## src/kbf_mul64.sv

```systemverilog
// Shared 64x64 low-half multiplier: one 32x32 multiplier reused per partial product.
module kbf_mul64 (
    input  logic        clk,
    input  logic        rst_n,
    input  logic        go,
    input  logic [63:0] a,
    input  logic [63:0] b,
    output logic        done,
    output logic [63:0] product
);

    logic [1:0]  phase_reg, phase_next;
    logic [63:0] acc_reg, acc_next;
    logic [31:0] op_a, op_b;
    logic [63:0] m;

    always_comb
    begin
        case (phase_reg)
            2'd0:
            begin
                op_a = a[31:0];
                op_b = b[31:0];
            end
            2'd1:
            begin
                op_a = a[31:0];
                op_b = b[63:32];
            end
            default:
            begin
                op_a = a[63:32];
                op_b = b[31:0];
            end
        endcase
    end

    assign m = 64'(op_a) * 64'(op_b);

    // The last cross product is folded in on the way out.
    assign done    = go && (phase_reg == 2'd2);
    assign product = {acc_reg[63:32] + m[31:0], acc_reg[31:0]};

    always_comb
    begin
        phase_next = phase_reg;
        acc_next   = acc_reg;
        if (go)
        begin
            case (phase_reg)
                2'd0:
                begin
                    acc_next   = m;
                    phase_next = 2'd1;
                end
                2'd1:
                begin
                    acc_next   = {acc_reg[63:32] + m[31:0], acc_reg[31:0]};
                    phase_next = 2'd2;
                end
                default:
                begin
                    phase_next = 2'd0;
                end
            endcase
        end
    end

    always_ff @(posedge clk or negedge rst_n)
    begin
        if (!rst_n)
        begin
            phase_reg <= 2'd0;
        end
        else
        begin
            phase_reg <= phase_next;
        end
    end

    always_ff @(posedge clk)
    begin
        acc_reg <= acc_next;
    end

endmodule

```

## config.mk

```make
export PLATFORM = sky130hd
export DESIGN_NAME = kbf_mul64
export DESIGN_NICKNAME = d
export VERILOG_FILES = /design/src/kbf_mul64.sv
export SDC_FILE = /design/constraint.sdc
export NUM_CORES = 2
export LEC_CHECK = 0
export ABC_AREA = 1
export BUFFER_PORTS_ARGS = -buffer_cell sky130_fd_sc_hd__buf_2
export CORE_MARGIN = 3
export CORE_UTILIZATION = 55
export DETAILED_ROUTE_END_ITERATION = 12
export PLACE_DENSITY_LB_ADDON = 0.15
export SYNTH_ARGS = -nofsm -noshare
export SYNTH_HDL_FRONTEND = slang
export SYNTH_SLANG_ARGS = --single-unit
export TNS_END_PERCENT = 1
```

## constraint.sdc

```tcl
create_clock -name clk -period 16.45 [get_ports clk]
set_input_delay 2.4675 -clock clk [delete_from_list [all_inputs] [get_ports clk]]
set_output_delay 2.4675 -clock clk [all_outputs]
set_load 0.01 [all_outputs]
```

# Word-level counts from Yosys, hierarchy flattened
# Index checks and enable logic that the tools add are counted.
[totals]
reg_bits = 66
in_bits = 131
[classes]
reduce_logical = 6
eq_ne = 2
n_addsub = 1
n_mux = 4
multipliers = 1
bitwise = 1
[op_table]
columns = ["operator", "count"]
rows = [
  ["one-hot mux 64 bit (2 select lines)", 1],
  ["multiplier 32 x 32 -> 64 bit", 1],
  ["two-way mux 32 bit", 2],
  ["adder 32 bit", 1],
  ["one-hot mux 2 bit (2 select lines)", 1],
  ["AND reduction 3 bit", 1],
  ["equality test 2 x 1 -> 1 bit (second input constant)", 1],
  ["equality test 2 bit (second input constant)", 1],
  ["logical NOT 2 bit", 1],
  ["AND reduction 2 bit", 1],
  ["nonzero test 2 bit", 1],
  ["OR reduction 2 bit", 1],
  ["logical AND 1 bit", 1],
  ["NOT 1 bit", 1],
]

# Depth between registers and ports, before layout
[logic_depth]
word_depth = 6
mapped_depth = 46
mapped_depth_nobuf = 42

# Least setup slack after synthesis
# OpenSTA, ideal clock, no wires.
[synth_timing]
path_type = "input to output"
from = "input port a[12]"
to = "output port product[63]"
arrival_time_ps = 9627
path_buffers = 1
stages = 39
path_slack_ps = 4355
path_cell_list = "inv_1 -> o21ai_0 -> clkbuf_1 -> nand2_1 -> fa_1 -> inv_1 -> fa_1 -> inv_1 -> fa_1 -> inv_1 -> fa_1 -> inv_1 -> fa_1 -> fa_1 -> inv_1 -> fa_1 -> inv_1 -> fa_1 -> [... 3 more ...] -> nor2_1 -> inv_1 -> nor2_1 -> inv_1 -> nor2_1 -> nor2_1 -> nand2_1 -> xnor2_1 -> inv_1 -> ha_1 -> a21oi_1 -> o21a_1 -> o21ai_0 -> a21oi_1 -> nand2_1 -> inv_1 -> nand2_1 -> and2_1"
[synth_between]
elab_chain_len = 3
[synth_rtl]
columns = ["item", "line_no", "rtl"]
rows = [
  ["start: declaration", "6", "input logic [63:0] a,"],
  ["two-way mux 32 bit", "19", "case (phase_reg)"],
  ["multiplier 32 x 32 -> 64 bit", "38", "assign m = 64'(op_a) * 64'(op_b);"],
  ["adder 32 bit", "42", "assign product = {acc_reg[63:32] + m[31:0], acc_reg[31:0]};"],
  ["end: declaration", "9", "output logic [63:0] product"],
]
# Every way passes these cells.

# Final worst setup path
[layout_timing]
from = "input port b[48]"
to = "output port product[62]"
[layout_between]
elab_chain_len = 3
[layout_rtl]
columns = ["item", "line_no", "rtl"]
rows = [
  ["start: declaration", "7", "input logic [63:0] b,"],
  ["two-way mux 32 bit", "19", ""],
  ["multiplier 32 x 32 -> 64 bit", "38", ""],
  ["adder 32 bit", "42", ""],
]
# Every way passes these cells.

==> results.py <==
metrics = {
    "sta": {
        "hold_viol": 0,
        "fmax_ghz": 0.06931,
        "tightest_slew_ps": 1329,
        "setup_viol": 0,
        "slew_viol_final": 0,
        "final.min_clock_period_ps": 14430,
        "tns_ps": 0,
        "grt_setup_unrepaired": "no",
        "slew_headroom_pct": 10.82,
        "finClkSkew_ps": 6.285,
        "fin_crit_sh_pct": 87.71,
    },
    "worst_hold_path": {
        "worstHoldPathCells": 2,
        "hold_end": "phase_reg[0]",
        "worstHoldStart": "phase_reg[0]",
        "hold_class": "reg2reg",
    },
    "global_routing": {
        "first_global_vias": 32986,
        "overflow": 0,
        "antenna_found_initial": 4,
        "grt_max_degree": 48,
        "grt_pass1_wl_um": 197200,
        "track_usage_pct": 35.36,
    },
    "critical_path": {
        "cp.arrival_ps": 11960,
        "critPathMaxFanout": 22,
        "slowest_stage": "o21ai_1",
        "rr_endpoint": "acc_reg[63]",
        "cpMostUsedCell": "inv_1",
        "r2r_slack_ps": 5670,
        "cp_num_buf_inv": 13,
        "critPathMaxStageDelay_ps": 1000,
        "setup.worst_path.start_class": "input port",
        "reg2reg_from": "phase_reg[1]",
        "worstSetupPathType": "in2out",
        "rr_worst_depth": 37,
        "crit_family": "adder cells",
        "worstPathRequired_ps": 13980,
        "end_kind": "primary output",
    },
    "cts": {
        "clock-sinks": 66,
        "cts_root_buffer": "clkbuf_16",
        "cts_buffer_depth": 2,
        "post_cts_resize_count": 0,
        "clock_latency_ps": 350,
        "cts_tree": "done",
        "cts_made_buffers": 9,
        "post_cts_buffers": 0,
        "cts-htree-levels": 3,
        "cts.clk_slew.worst_paths_ps": 50,
        "postCtsHoldBufs": 0,
    },
    "yosys": {
        "avgSynthCellArea_um2": 7.989,
        "synth_async_sr_flop_share_pct": 3.030,
        "synth_seq_area_share_pct": 5.058,
        "synth_top_cell_by_area": "fa_1",
        "synth_common_cells": "inv_1 (1151), nand2_1 (1047), fa_1 (897)",
        "syn_area_mm2": 0.03899,
        "synthFlopType": "edfxtp_1",
        "synth_area_leaders": "fa_1 (46%), inv_1 (11%), nand2_1 (10%)",
        "synth_edf_count": 64,
        "ys_seq_elements": 66,
        "synth_cell_type_count": 52,
        "ys_warn_count": 0,
        "yosysMostFrequentCell": "inv_1",
        "synth_top_area_share_pct": 46.06,
        "syn_inst": 4880,
        "synthesis.nets": 6204,
    },
    "drt": {
        "vias_per_cell": 5.554,
        "wirelength_um": 127900,
        "vias": 32562,
        "wl_per_cell_um": 21.82,
        "post-route-drc-count": 0,
        "drtIter0Drc": 2995,
        "first_pass_iters": 6,
        "antenna_left": 0,
    },
    "final_layout": {
        "syn2layout_area_growth_pct": 4.599,
        "final_nets": 6251,
        "drive_gt1_share_pct": 8.213,
        "largest_reg_flops": 64,
    },
    "die": {
        "dieWidth_um": 272.3,
        "top_level_ports": 196,
        "core_area_mm2": 0.06943,
        "start_util_pct": 56.16,
        "die-area_mm2": 0.07412,
        "num_rows": 96,
        "die_h_um": 272.3,
    },
    "placed_design": {
        "numPortBuffers": 195,
        "place_hpwl_um": 106200,
        "gp_congestion": 1.021,
    },
    "job": {
        "maxCapViolations": 0,
    },
    "status": {
        "status": "completed",
    },
}
-- worst max path at each step --
stage | slack [ps] | cells after the start | endpoint | startpoint
4_1_cts | 2120 | 36 | product[62] | b[48]
3_5_place_dp | 2140 | 36 | product[62] | b[48]
2_1_floorplan | 4360 | 39 | product[63] | a[12]
3_3_place_gp | 2400 | 37 | product[63] | b[16]
6_report | 2020 | 36 | product[62] | b[48]
5_1_grt | 1610 | 36 | product[63] | b[48]
-- area by class of cell --
| type | instances | area, um^2 |
|---|---|---|
| Clock inverter | 6 | 82.58 |
| Timing Repair Buffer | 258 | 1449 |
| Inverter | 1176 | 4417 |
| Sequential cell | 66 | 1976 |
| Fill cell | 6633 | 28650 |
| Tap cell | 931 | 1165 |
| Clock buffer | 9 | 225.2 |
| Multi-Input combinational cell | 3416 | 31470 |
| Antenna cell | 1 | 2.502 |
-- per-stage QoR --
stage                     area [um^2]  hold WS (ps)  cells  utilization, %  setup slack (ps)
final                           40780         622.7   5863           58.74              2021
after global routing            40780         678.3   5862           58.74              1609
after CTS                       40780         634.0   5862           58.74              2119
after detailed placement        40470         623.1   5847           58.29              2144
after global placement          40470         594.1   5847           58.29              2400
after floorplan                 38990         552.3   4880               -              4355
-- kinds of logic after synthesis --
| logic type | synth area share, % |
|---|---|
| simple gates | 19.08 |
| buf+inv | 14.38 |
| compound gates | 4.685 |
| fa+ha+maj | 55.56 |
| flops | 5.058 |
| xor+xnor | 1.232 |
-- cells in the final DEF (no fill, tap or decap), types with 2 or more instances in the layout --
master / Yosys / routed
o21bai_1: 11 / 11
and2_1: 11 / 11
o211ai_1: 2 / 2
a21oi_1: 119 / 119
clkinvlp_4: 0 / 2
nor2_2: 5 / 5
nand2_2: 8 / 8
clkinv_1: 4 / 6
xor2_1: 39 / 39
nor4_1: 3 / 3
a21boi_0: 4 / 4
or2_1: 4 / 4
inv_1: 1151 / 1151
nand4_1: 12 / 12
a21oi_2: 2 / 2
nand2_1: 1047 / 1047
edfxtp_1: 64 / 64
buf_4: 53 / 63
bufinv_16: 0 / 2
nand3_1: 108 / 108
ha_1: 296 / 296
a21o_1: 8 / 8
nand3b_1: 8 / 8
or2_0: 4 / 4
o21ai_1: 17 / 15
o21a_1: 11 / 11
nor2_1: 599 / 598
xnor2_1: 14 / 14
o21ai_2: 39 / 52
nand3_2: 5 / 5
o21ai_0: 82 / 71
clkbuf_16: 0 / 9
buf_2: 115 / 195
fa_1: 897 / 897
or2_2: 28 / 28
inv_2: 20 / 20
o21ai_4: 3 / 3
nor2_4: 2 / 3
nor3_1: 17 / 17
-- layer usage --
layer	GRT usage [%]	vias to the layer above	routed length, um	share of wire [%]
li1	-	14230	-	-
met1	50.24	16239	51680	40
met2	53.71	1810	56200	44
met3	8.915	277	15380	12
met4	10.76	6	4627	3.6
met5	0	-	49	0.038
-- worst register-to-register path, delay by kind of cell (launching register included) --
family	cells	cell delay [ps]
AND/OR/NAND/NOR	8	1120
adder cells (fa/ha/maj)	10	4570
buffers and inverters	10	1620
AO/OA/AOI/OAI	8	2190
XOR/XNOR	1	410
flip-flops	1	630
Power is left out: the tool's default activity adds up to more than one toggle a clock period on the data nets, which glitch-free logic cannot reach.
